## src/sv/rtcm3fs_pkg.sv

```systemverilog
package rtcm3fs_pkg;

    // Fixed framing constants
    localparam logic [7:0]  PREAMBLE          = 8'hD3;
    localparam logic [24:0] CRC24Q_POLY       = 25'h1864CFB;
    localparam logic [15:0] GAP_TIMEOUT_RESET = 16'd250;
    localparam logic [10:0] FRAME_OVERHEAD    = 11'd6;
    localparam logic [9:0]  MIN_PAYLOAD       = 10'd2;

    // Byte positions within a frame (count after the byte is taken)
    localparam logic [10:0] POS_IDLE    = 11'd0;
    localparam logic [10:0] POS_START   = 11'd1;
    localparam logic [10:0] POS_LEN_HI  = 11'd2;
    localparam logic [10:0] POS_LEN_LO  = 11'd3;
    localparam logic [10:0] POS_TYPE_HI = 11'd4;
    localparam logic [10:0] POS_TYPE_LO = 11'd5;

    typedef struct packed {
        logic [7:0]  data_byte;
        logic [31:0] time_ms;
    } in_item_t;

    typedef struct packed {
        logic        consumed;
        logic [7:0]  echo_byte;
        logic        frame_start;
        logic        frame_done;
        logic        frame_good;
        logic        frame_error;
        logic [11:0] msg_type;
        logic [10:0] frame_len;
        logic [31:0] good_frames;
        logic [31:0] bad_frames;
    } out_item_t;

    // Queue entry: raw beat plus its preamble class
    typedef struct packed {
        logic [7:0]  data_byte;
        logic [31:0] time_ms;
        logic        is_preamble;
    } fe_item_t;

    // Queue head as seen by the back end
    typedef struct packed {
        logic     valid;
        fe_item_t item;
    } fe_head_t;

    // CRC-24Q over one byte, MSB first
    function automatic logic [23:0] crc24q_byte(input logic [23:0] crc, input logic [7:0] b);
        logic [24:0] c;
        int          i;
        c = {1'b0, crc ^ {b, 16'h0000}};
        for (i = 0; i < 8; i++)
        begin
            c = {c[23:0], 1'b0};
            if (c[24])
            begin
                c = c ^ CRC24Q_POLY;
            end
        end
        return c[23:0];
    endfunction

endpackage

```

## src/sv/rtcm3fs_stream_if.sv

```systemverilog
interface rtcm3fs_stream_if #(parameter type T = logic);
    logic valid;
    logic ready;
    T     payload;

    modport source (output valid, output payload, input ready);
    modport sink   (input valid, input payload, output ready);
endinterface

```

## src/sv/rtcm3fs_front.sv

```systemverilog
module rtcm3fs_front (
    input  logic                   clk,
    input  logic                   rst_n,
    rtcm3fs_stream_if.sink         bytes,
    output rtcm3fs_pkg::fe_head_t  head,
    input  logic                   pop
);

    localparam int DEPTH = 2;

    rtcm3fs_pkg::fe_item_t entry_reg [DEPTH];
    logic                  wr_ptr_reg, wr_ptr_next;
    logic                  rd_ptr_reg, rd_ptr_next;
    logic [1:0]            count_reg, count_next;
    logic                  push;
    logic                  do_pop;
    rtcm3fs_pkg::fe_item_t new_entry;

    assign bytes.ready = (count_reg != 2'(DEPTH));
    assign push        = bytes.valid && bytes.ready;
    assign do_pop      = pop && (count_reg != 2'd0);

    // classify on entry
    always_comb
    begin
        new_entry.data_byte   = bytes.payload.data_byte;
        new_entry.time_ms     = bytes.payload.time_ms;
        new_entry.is_preamble = (bytes.payload.data_byte == rtcm3fs_pkg::PREAMBLE);
    end

    always_comb
    begin
        wr_ptr_next = push   ? ~wr_ptr_reg : wr_ptr_reg;
        rd_ptr_next = do_pop ? ~rd_ptr_reg : rd_ptr_reg;
        count_next  = count_reg + 2'(push) - 2'(do_pop);
    end

    always_ff @(posedge clk or negedge rst_n)
    begin
        if (!rst_n)
        begin
            wr_ptr_reg <= 1'b0;
            rd_ptr_reg <= 1'b0;
            count_reg  <= 2'd0;
        end
        else
        begin
            wr_ptr_reg <= wr_ptr_next;
            rd_ptr_reg <= rd_ptr_next;
            count_reg  <= count_next;
        end
    end

    always_ff @(posedge clk)
    begin
        if (push)
        begin
            entry_reg[wr_ptr_reg] <= new_entry;
        end
    end

    assign head.valid = (count_reg != 2'd0);
    assign head.item  = entry_reg[rd_ptr_reg];

endmodule

```

## src/sv/rtcm3fs_back.sv

```systemverilog
module rtcm3fs_back #(
    parameter int MAX_FRAME_BYTES = 1029
) (
    input  logic                  clk,
    input  logic                  rst_n,
    input  logic                  cfg_wr_en,
    input  logic [15:0]           cfg_wr_data,
    input  rtcm3fs_pkg::fe_head_t head,
    output logic                  pop,
    rtcm3fs_stream_if.source      results
);

    localparam logic [10:0] MAX_LEN = 11'(MAX_FRAME_BYTES);

    logic [15:0]            gap_reg;
    logic [10:0]            pos_reg, pos_next;
    logic [10:0]            exp_reg, exp_next;
    logic [1:0]             lenhi_reg, lenhi_next;
    logic [31:0]            last_reg, last_next;
    logic [23:0]            crc_reg, crc_next;
    logic [11:0]            type_reg, type_next;
    logic [31:0]            good_reg, good_next;
    logic [31:0]            bad_reg, bad_next;
    logic                   out_valid_reg, out_valid_next;
    rtcm3fs_pkg::out_item_t out_reg, out_next;

    logic        adv;
    logic [31:0] gap;
    logic        timeout;
    logic [10:0] pos_eff;
    logic [10:0] pos_inc;
    logic [9:0]  payload_len;
    logic [10:0] total;
    logic [7:0]  b;
    logic        bad_inc;
    logic        good_inc;

    assign adv = head.valid && (!out_valid_reg || results.ready);
    assign pop = adv;
    assign b   = head.item.data_byte;

    assign gap         = head.item.time_ms - last_reg;
    assign timeout     = (pos_reg != rtcm3fs_pkg::POS_IDLE) && (gap > {16'h0000, gap_reg});
    assign pos_eff     = timeout ? rtcm3fs_pkg::POS_IDLE : pos_reg;
    assign pos_inc     = pos_reg + 11'd1;
    assign payload_len = {lenhi_reg, b};
    assign total       = {1'b0, payload_len} + rtcm3fs_pkg::FRAME_OVERHEAD;

    always_comb
    begin
        pos_next   = pos_reg;
        exp_next   = exp_reg;
        lenhi_next = lenhi_reg;
        last_next  = last_reg;
        crc_next   = crc_reg;
        type_next  = type_reg;
        bad_inc    = timeout;
        good_inc   = 1'b0;

        out_next             = out_reg;
        out_next.consumed    = 1'b0;
        out_next.echo_byte   = b;
        out_next.frame_start = 1'b0;
        out_next.frame_done  = 1'b0;
        out_next.frame_good  = 1'b0;
        out_next.frame_error = timeout;
        out_next.frame_len   = 11'd0;

        if (timeout)
        begin
            pos_next = rtcm3fs_pkg::POS_IDLE;
            exp_next = 11'd0;
        end

        if (pos_eff == rtcm3fs_pkg::POS_IDLE)
        begin
            if (head.item.is_preamble)
            begin
                pos_next             = rtcm3fs_pkg::POS_START;
                exp_next             = 11'd0;
                lenhi_next           = 2'd0;
                last_next            = head.item.time_ms;
                crc_next             = rtcm3fs_pkg::crc24q_byte(24'h000000, b);
                type_next            = 12'h000;
                out_next.consumed    = 1'b1;
                out_next.frame_start = 1'b1;
                out_next.frame_len   = rtcm3fs_pkg::POS_START;
            end
        end
        else
        begin
            out_next.consumed = 1'b1;
            last_next         = head.item.time_ms;
            if (pos_reg >= MAX_LEN)
            begin
                // overflow: count held is reported
                out_next.frame_len   = pos_reg;
                pos_next             = rtcm3fs_pkg::POS_IDLE;
                exp_next             = 11'd0;
                bad_inc              = 1'b1;
                out_next.frame_error = 1'b1;
            end
            else
            begin
                pos_next           = pos_inc;
                out_next.frame_len = pos_inc;
                crc_next           = rtcm3fs_pkg::crc24q_byte(crc_reg, b);
                if (pos_inc == rtcm3fs_pkg::POS_LEN_HI)
                begin
                    lenhi_next = b[1:0];
                end
                else if (pos_inc == rtcm3fs_pkg::POS_LEN_LO)
                begin
                    exp_next = total;
                    if (payload_len < rtcm3fs_pkg::MIN_PAYLOAD || total > MAX_LEN)
                    begin
                        pos_next             = rtcm3fs_pkg::POS_IDLE;
                        exp_next             = 11'd0;
                        bad_inc              = 1'b1;
                        out_next.frame_error = 1'b1;
                    end
                end
                else
                begin
                    if (pos_inc == rtcm3fs_pkg::POS_TYPE_HI)
                    begin
                        type_next = {b, 4'h0};
                    end
                    else if (pos_inc == rtcm3fs_pkg::POS_TYPE_LO)
                    begin
                        type_next = type_reg | {8'h00, b[7:4]};
                    end
                    if (exp_reg != 11'd0 && pos_inc == exp_reg)
                    begin
                        out_next.frame_done = 1'b1;
                        if (crc_next == 24'h000000)
                        begin
                            out_next.frame_good = 1'b1;
                            good_inc            = 1'b1;
                        end
                        else
                        begin
                            bad_inc              = 1'b1;
                            out_next.frame_error = 1'b1;
                        end
                        pos_next = rtcm3fs_pkg::POS_IDLE;
                        exp_next = 11'd0;
                    end
                end
            end
        end

        good_next            = good_reg + 32'(good_inc);
        bad_next             = bad_reg + 32'(bad_inc);
        out_next.msg_type    = type_next;
        out_next.good_frames = good_next;
        out_next.bad_frames  = bad_next;
    end

    always_comb
    begin
        if (adv)
        begin
            out_valid_next = 1'b1;
        end
        else if (results.ready)
        begin
            out_valid_next = 1'b0;
        end
        else
        begin
            out_valid_next = out_valid_reg;
        end
    end

    always_ff @(posedge clk or negedge rst_n)
    begin
        if (!rst_n)
        begin
            gap_reg       <= rtcm3fs_pkg::GAP_TIMEOUT_RESET;
            pos_reg       <= rtcm3fs_pkg::POS_IDLE;
            exp_reg       <= 11'd0;
            lenhi_reg     <= 2'd0;
            last_reg      <= 32'd0;
            crc_reg       <= 24'h000000;
            type_reg      <= 12'h000;
            good_reg      <= 32'd0;
            bad_reg       <= 32'd0;
            out_valid_reg <= 1'b0;
        end
        else
        begin
            if (cfg_wr_en)
            begin
                gap_reg <= cfg_wr_data;
            end
            if (adv)
            begin
                pos_reg   <= pos_next;
                exp_reg   <= exp_next;
                lenhi_reg <= lenhi_next;
                last_reg  <= last_next;
                crc_reg   <= crc_next;
                type_reg  <= type_next;
                good_reg  <= good_next;
                bad_reg   <= bad_next;
            end
            out_valid_reg <= out_valid_next;
        end
    end

    always_ff @(posedge clk)
    begin
        if (adv)
        begin
            out_reg <= out_next;
        end
    end

    assign results.valid   = out_valid_reg;
    assign results.payload = out_reg;

    a_start_opens: assert property (@(posedge clk) disable iff (!rst_n)
        out_valid_reg && out_reg.frame_start |->
            out_reg.consumed && out_reg.frame_len == rtcm3fs_pkg::POS_START)
        else $error("frame start without a one-byte frame");

    a_good_needs_done: assert property (@(posedge clk) disable iff (!rst_n)
        out_valid_reg && out_reg.frame_good |-> out_reg.frame_done && !out_reg.frame_error)
        else $error("good flag outside a completed frame");

    a_one_count_per_beat: assert property (@(posedge clk) disable iff (!rst_n)
        adv |=> (good_reg == $past(good_reg) && bad_reg == $past(bad_reg))
             || (good_reg == $past(good_reg) + 32'd1 && bad_reg == $past(bad_reg))
             || (good_reg == $past(good_reg) && bad_reg == $past(bad_reg) + 32'd1))
        else $error("counters moved by more than one frame");

    a_pos_bounded: assert property (@(posedge clk) disable iff (!rst_n)
        pos_reg <= MAX_LEN)
        else $error("byte position past maximum frame size");

endmodule

```

## src/sv/rtcm3_frame_sync_core.sv

```systemverilog
// RTCM3 frame sync core. Every received byte beat (data byte plus a
// millisecond timestamp) produces exactly one result beat: the byte echoed,
// whether the framer took it or it belongs to the text path, start/done/good/
// error flags, the 12-bit message type, bytes of the frame so far and the
// wrapping good and bad frame counters. While hunting only preamble 0xD3 is
// taken; a frame is length-checked at its third byte and CRC-24Q checked as a
// zero residue over the whole frame. A frame whose inter-byte gap exceeds
// gap_timeout_ms is dropped and counted bad, and the late byte may open a new
// frame. Throughput is one byte per clock while results are taken: a two-beat
// queue at the input decouples intake from the framer, and the framer updates
// all its state per byte (one 32-bit gap subtract and compare plus the 8-bit
// CRC step). A byte is registered in the queue, then in the result register.
// The user must write gap_timeout_ms through cfg_wr_en/cfg_wr_data only while
// the block is idle; the block does not enforce this. It resets to 250.
module rtcm3_frame_sync_core #(
    parameter int MAX_FRAME_BYTES = 1029
) (
    input  logic              clk,
    input  logic              rst_n,
    input  logic              cfg_wr_en,
    input  logic [15:0]       cfg_wr_data,
    rtcm3fs_stream_if.sink    bytes,
    rtcm3fs_stream_if.source  results
);

    // queue head handed to the framer, and its pop strobe
    rtcm3fs_pkg::fe_head_t head;
    logic                  pop;

    // intake: accept and classify beats into the queue
    rtcm3fs_front u_front (
        .clk   (clk),
        .rst_n (rst_n),
        .bytes (bytes),
        .head  (head),
        .pop   (pop)
    );

    // framer: state update, counters and registered result beat
    rtcm3fs_back #(
        .MAX_FRAME_BYTES (MAX_FRAME_BYTES)
    ) u_back (
        .clk         (clk),
        .rst_n       (rst_n),
        .cfg_wr_en   (cfg_wr_en),
        .cfg_wr_data (cfg_wr_data),
        .head        (head),
        .pop         (pop),
        .results     (results)
    );

endmodule

```

## src/flat_wrapper.sv

```systemverilog
// flat-port wrapper written by rule: the top's interface ports become plain ports
module rtcm3_frame_sync_core_flat 
#(
    parameter int MAX_FRAME_BYTES = 1029
)
  (clk, rst_n, cfg_wr_en, cfg_wr_data, bytes_valid, bytes_payload, bytes_ready, results_valid, results_payload, results_ready);
  rtcm3fs_stream_if #(.T(rtcm3fs_pkg::in_item_t)) bytes_i ();
  rtcm3fs_stream_if #(.T(rtcm3fs_pkg::out_item_t)) results_i ();
  input  logic clk;
  input  logic rst_n;
  input  logic cfg_wr_en;
  input  logic [15:0] cfg_wr_data;
  input wire logic [$bits(bytes_i.valid)-1:0] bytes_valid;
  input wire logic [$bits(bytes_i.payload)-1:0] bytes_payload;
  output wire logic [$bits(bytes_i.ready)-1:0] bytes_ready;
  output wire logic [$bits(results_i.valid)-1:0] results_valid;
  output wire logic [$bits(results_i.payload)-1:0] results_payload;
  input wire logic [$bits(results_i.ready)-1:0] results_ready;
  assign bytes_i.valid = bytes_valid;
  assign bytes_i.payload = bytes_payload;
  assign bytes_ready = bytes_i.ready;
  assign results_valid = results_i.valid;
  assign results_payload = results_i.payload;
  assign results_i.ready = results_ready;
  rtcm3_frame_sync_core #(.MAX_FRAME_BYTES(MAX_FRAME_BYTES)) u_core (.clk(clk), .rst_n(rst_n), .cfg_wr_en(cfg_wr_en), .cfg_wr_data(cfg_wr_data), .bytes(bytes_i), .results(results_i));
endmodule
```

## config.mk

```make
export PLATFORM = sky130hd
export DESIGN_NAME = rtcm3_frame_sync_core_flat
export DESIGN_NICKNAME = d
export VERILOG_FILES = /design/src/sv/rtcm3fs_pkg.sv /design/src/sv/rtcm3fs_stream_if.sv /design/src/sv/rtcm3fs_front.sv /design/src/sv/rtcm3fs_back.sv /design/src/sv/rtcm3_frame_sync_core.sv /design/src/flat_wrapper.sv
export SDC_FILE = /design/constraint.sdc
export NUM_CORES = 1
export LEC_CHECK = 0
export BUFFER_PORTS_ARGS = -buffer_cell sky130_fd_sc_hd__buf_2
export CAP_MARGIN = 5
export CORE_MARGIN = 5
export CORE_UTILIZATION = 55
export DETAILED_ROUTE_END_ITERATION = 6
export GPL_TIMING_DRIVEN = 0
export MAX_ROUTING_LAYER = met4
export PLACE_DENSITY = 0.87
export SLEW_MARGIN = 20
export SYNTH_ARGS = -nofsm -noshare
export SYNTH_HDL_FRONTEND = slang
export SYNTH_HIERARCHICAL = 1
export SYNTH_SLANG_ARGS = --single-unit
```

## constraint.sdc

```tcl
create_clock -name clk -period 7.9 [get_ports clk]
set_clock_uncertainty 0.15 [all_clocks]
set_input_delay 0.395 -clock clk [delete_from_list [all_inputs] [get_ports clk]]
set_output_delay 0.395 -clock clk [all_outputs]
set_load 0.01 [all_outputs]
```

=== After elaboration in Yosys (flattened, before gate mapping) ===
Memories as Yosys holds them, arrays and structs flattened.
Cells that the tools add are included.

* Memories: 1
* Bits in writable memories: 82
* Bits of input ports: 61
* Flip-flop bits (word level): 277
* Output and inout bits: 102

{| class="wikitable"
|+ Memory list
! memory !! depth !! width !! rd ports !! clocked after Yosys merged registers in !! write ports !! line !! text
|-
| u_core.u_front.entry_reg || 2 || 41 || 1 || 0 || 1 || rtcm3fs_front.sv:11 || <nowiki>rtcm3fs_pkg::fe_item_t entry_reg [DEPTH];</nowiki>
|}

* Reductions and logical operators: 20
* Eq/ne operators: 9
* $add $sub $neg: 7
* Muxes and demuxes: 105
* $lt $le $gt $ge: 4
* Bitwise operators: 21

{| class="wikitable"
|+ Operators by type and width
! cell !! count
|-
| 2-to-1 mux 24 bit || 49
|-
| NOT 13 bit || 16
|-
| 2-to-1 mux 11 bit || 18
|-
| 2-to-1 mux 12 bit || 7
|-
| adder 32 x 1 -> 32 bit || 2
|-
| 2-to-1 mux 32 bit || 2
|-
| > comparator 32 x 16 -> 1 bit || 1
|-
| subtractor 32 bit || 1
|-
| logical NOT 24 bit || 1
|-
| XOR 24 bit || 1
|-
| equality test 11 x 2 -> 1 bit (second input constant) || 2
|-
| equality test 11 x 3 -> 1 bit (second input constant) || 2
|-
| 2-to-1 mux 1 bit || 22
|-
| nonzero test 11 bit || 2
|-
| bitwise OR 12 x 4 -> 12 bit || 1
|-
| adder 10 x 3 -> 11 bit (second input constant) || 1
|-
| adder 11 x 1 -> 11 bit (second input constant) || 1
|-
| equality test 11 bit || 1
|-
| >= comparator 11 bit (second input constant) || 1
|-
| > comparator 11 bit (second input constant) || 1
|-
| logical NOT 11 bit || 1
|-
| less-than comparator 10 x 2 -> 1 bit (second input constant) || 1
|-
| 2-to-1 mux 2 bit || 5
|-
| equality test 8 bit (second input constant) || 1
|-
| 15 further kinds || 26
|}

=== Depth between registers and ports, before layout ===
An unclocked memory read counts as a cell.

* Word-level depth: 43
* Depth in mapped cells: 37
* Gate-level depth less buffers: 34

=== Hierarchy ===
The synthesis kept the hierarchy.

{| class="wikitable"
|+ Modules (own cells, without submodules)
! module !! cells each !! seq. area each (um2) !! area an instance (um2) !! times used
|-
| rtcm3fs_back || 1589 || 7339.5 || 16049.1 || 1
|-
| rtcm3fs_front || 153 || 2562.5 || 3211.8 || 1
|}

=== Worst setup path after synthesis ===
Ideal clock, no wire load.

* Path type: reg-to-reg
* From: register u_core.u_front.rd_ptr_reg
* To: register u_core.u_back.out_reg (netlist bit u_core/u_back/results.payload[60]), data pin
* Buffers on the path: 3
* Cell stages (with the launch flop): 37
* Data required time: 7.489 ns
* Arrival time: 6.976 ns
* Slack: 0.513 ns
* Cell sequence: dfrtp_1 -> buf_2 -> buf_6 -> mux2_2 -> ha_1 -> and2_1 -> a221oi_2 -> nand2_1 -> and2_1 -> a21o_1 -> a21oi_1 -> xnor2_1 -> ha_1 -> nand4_1 -> nor4_1 -> nor3_1 -> o31ai_1 -> nand3_1 -> nor4_1 -> and4_1 -> and3_1 -> buf_6 -> o211ai_2 -> nor3_1 -> ha_1 -> ha_1 -> and3_1 -> and3_1 -> nand2_1 -> nor4_1 -> nand3_1 -> or2_1 -> nor2_1 -> and3_1 -> nand3_1 -> nor2_1 -> xor2_1

{| class="wikitable"
|+ RTL lines
! what !! line !! text
|-
| from (decl) || rtcm3fs_front.sv:13 || <nowiki>logic rd_ptr_reg, rd_ptr_next;</nowiki>
|-
| from (signal assigned) || rtcm3fs_front.sv:49 || <nowiki>rd_ptr_reg <= rd_ptr_next;</nowiki>
|-
| to (signal assigned) || rtcm3fs_back.sv:216 || <nowiki>out_reg <= out_next;</nowiki>
|-
| to (decl) || rtcm3fs_back.sv:25 || <nowiki>rtcm3fs_pkg::out_item_t out_reg, out_next;</nowiki>
|}

==> flow_metrics.py <==
metrics = {
    "run_status": {
        "status": "finished, final reports clean",
    },
    "layout": {
        "largest_reg_flops": 100,
        "layout-drive-gt1-share_pct": 22.9,
        "nets": 2173,
        "nFillCells": 2392,
        "multi_input_area_um2": 9140,
        "diodes": 0,
        "area_delta_synth_final_pct": 22.0,
        "fin_util_pct": 68.0,
        "seq_area_um2": 9900,
    },
    "synthesis": {
        "yosysSeqAreaShare_pct": 51.4,
        "synth-simple-area-share_pct": 12.4,
        "synth_area_um2": 19300,
        "yosysTopAreaCell": "edfxtp_1",
        "yosys_warnings": 6,
        "synthesis.nets": 1869,
        "yosys_register_bits": 359,
        "ys_top_cells_by_area": "edfxtp_1 (28%), dfrtp_1 (22%), xnor2_1 (7.5%), xor2_1 (4.7%), ha_1 (4.2%)",
        "yosysUniqueCellTypes": 88,
        "synthArstFlopShare_pct": 49.3,
        "synthAdderAreaFrac_pct": 4.33,
        "synthMuxAreaShare_pct": 4.71,
        "synth_common_cells": "edfxtp_1 (182), nand2_1 (181), dfrtp_1 (171)",
        "synthFlopType": "edfxtp_1",
        "synth_edf_count": 182,
        "synth_compound_area_share_pct": 11.2,
        "synth_most_common_cell": "edfxtp_1",
        "synth_top_family_by_area": "simple AND/OR/NAND/NOR gates",
        "synth_area_per_cell_um2": 11.1,
        "synth_cells": 1742,
        "synth.top_cell.area_share_pct": 28.4,
        "synthXorXnorAreaFrac_pct": 12.2,
    },
    "floorplanning": {
        "fp.dieW_um": 197,
        "num_rows": 68,
        "dieArea_um2": 38900,
        "initial_core_util_pct": 55.8,
        "dieHeight_um": 197,
        "io-pin-count": 163,
        "core-area_um2": 34500,
    },
    "detailed_routing": {
        "drc": 0,
        "ant_nets": 0,
        "dr.first_iter.drc_count": 1225,
        "viasPerCell": 5.84,
        "wl_per_cell_um": 20.5,
        "vias": 14800,
        "dr.pass1.iters": 7,
        "finalWirelength_um": 51900,
    },
    "critical_path": {
        "cp.arrival_ns": 7.99,
        "required_ns": 8.05,
        "rrSetupSlack_ns": 0.07,
        "cp-end-kind": "flip-flop",
        "crit_slowest_cell": "or4_4",
        "cpMostUsedCell": "and3_4",
        "path_max_fanout": 7,
        "r2r-end": "u_core/u_back/results.payload[63]$_DFFE_PP_",
        "cpPeakStageDelay_ns": 0.59,
        "r2r-start": "u_core/u_front/rd_ptr_reg$_DFFE_PN0P_",
        "startpoint_type": "flip-flop",
        "r2r_cells": 36,
        "worstSetupPathType": "flip-flop to flip-flop",
    },
    "timing": {
        "maxSlewViolCount": 0,
        "period_needed_ns": 7.83,
        "rsz0062_at_grt": "yes",
        "relSlewSlack_pct": 38.8,
        "setup_viol": 0,
        "period_share_pct": 99.2,
        "fmax_mhz": 128,
        "worstMarginPinSlew_ns": 0.910,
        "hold_viol_final": 0,
        "final.setup.worst_slack_ns": 0.0659,
    },
    "cts": {
        "clk_latency_ns": 0.56,
        "cts.sinks": 359,
        "clk_pin_slew_ns": 0.06,
        "cts_root_buf": "clkbuf_16",
        "cts_tree": "built",
        "cts_buffers": 38,
        "cts_max_level": 2,
        "clockBufferDepth": 3,
    },
    "worst_hold_path": {
        "worstHoldStart": "results_ready",
        "min_to": "u_core/u_back/results.valid$_DFFE_PN0P_",
        "worstHoldPathType": "primary input to flip-flop",
        "hold_depth": 3,
    },
    "placed_design": {
        "dpl.hpwl_um": 33500,
        "port_buffers": 162,
        "dp_slack_ns": -1.40,
        "place.gp.congestion": 0.930,
    },
    "grt": {
        "grt_pass1_vias": 15000,
        "grt.overflow.total": 0,
        "grt_max_degree": 95,
        "antenna_found_initial": 0,
        "grt_pass1_wl_um": 80200,
        "track_usage_pct": 26.5,
    },
    "job": {
        "maxCapViolCount": 0,
    },
}
-- logic make-up after synthesis --
| group | Yosys count |
|---|---|
| AND/OR/NAND/NOR | 505 |
| flip-flops | 359 |
| AO/OA/AOI/OAI | 307 |
| XOR/XNOR | 269 |
| buffers and inverters | 156 |
| multiplexers | 80 |
| adder cells (fa/ha/maj) | 66 |
-- cell type report --
type | count | share of cell area [%]
Buffer | 76 | 1.84
Clock buffer | 56 | 4.73
Clock inverter | 14 | 0.825
Inverter | 76 | 1.21
Multi-Input combinational cell | 1227 | 38.9
Sequential cell | 359 | 42.1
Tap cell | 455 | 2.42
Timing Repair Buffer | 268 | 7.93
-- per-stage QoR --
stage               hold slack [ns]  setup TNS (ns)  std cells  area (um^2)
floorplan                   -0.0506               0       1742        19300
global placement              0.309          -19.98       2359        20600
detailed placement            0.280          -26.88       2364        20800
CTS                          0.0675               0       2498        22900
global route                  0.108           -1.77       2531        23500
finish                        0.100               0       2531        23500
-- routing by layer --
metal | track usage, % | wire length [um]
met2 | 44.0 | 25800
met5 | - | 0
met3 | 4.74 | 3690
met1 | 32.7 | 20700
met4 | 9.81 | 1680
-- layout by cell type, fill, tap and decap left out, drive strengths merged, types with 17 or more instances in the layout --
| cell type | Yosys | routed |
|---|---|---|
| buf | 36 | 245 |
| edfxtp | 182 | 182 |
| nand2 | 182 | 182 |
| dfrtp | 171 | 171 |
| xnor2 | 165 | 165 |
| nor2 | 110 | 110 |
| xor2 | 104 | 104 |
| clkbuf | 44 | 97 |
| o21ai | 88 | 88 |
| inv | 76 | 78 |
| a21oi | 69 | 69 |
| ha | 65 | 65 |
| mux2 | 64 | 64 |
| dlygate4sd3 | 0 | 58 |
| nand3 | 53 | 53 |
| and3 | 33 | 33 |
| nor3 | 28 | 28 |
| nand4 | 26 | 26 |
| o211ai | 17 | 17 |
-- worst max-delay path by stage --
stage                                          startpoint                                           to  cells after the start
CTS                 u_core/u_front/rd_ptr_reg$_DFFE_PN0P_  u_core/u_back/results.payload[62]$_DFFE_PP_                     36
finish              u_core/u_front/rd_ptr_reg$_DFFE_PN0P_  u_core/u_back/results.payload[63]$_DFFE_PP_                     36
global placement    u_core/u_front/rd_ptr_reg$_DFFE_PN0P_  u_core/u_back/results.payload[62]$_DFFE_PP_                     31
detailed placement  u_core/u_front/rd_ptr_reg$_DFFE_PN0P_       u_core/u_back/good_reg[30]$_DFFE_PN0P_                     36
floorplan           u_core/u_front/rd_ptr_reg$_DFFE_PN0P_  u_core/u_back/results.payload[60]$_DFFE_PP_                     36
global route        u_core/u_front/rd_ptr_reg$_DFFE_PN0P_  u_core/u_back/results.payload[60]$_DFFE_PP_                     39
-- worst max-delay path, delay by kind of cell (launching register included) --
kind / cells / cell delay [ns]
and+or+nand+nor: 20 / 4.06
buffers and inverters: 5 / 0.72
adders and majority gates: 3 / 0.90
xor gates and xnor gates: 2 / 0.31
DFF: 1 / 0.37
AOI/OAI and AO/OA: 5 / 0.72
muxes: 1 / 0.33
-- timing repair --
item                       4_1_cts  5_1_grt
hold endpoints to repair       179        0
hold buffers                    58        0
pin swaps                       16       38
setup endpoints to repair       46       30
gates cloned                     0        1
gates resized for setup         37       59
buffers inserted                 7       35
Power is left out: the tool's default activity adds up to more than one toggle a clock period on the data nets, which glitch-free logic cannot reach.
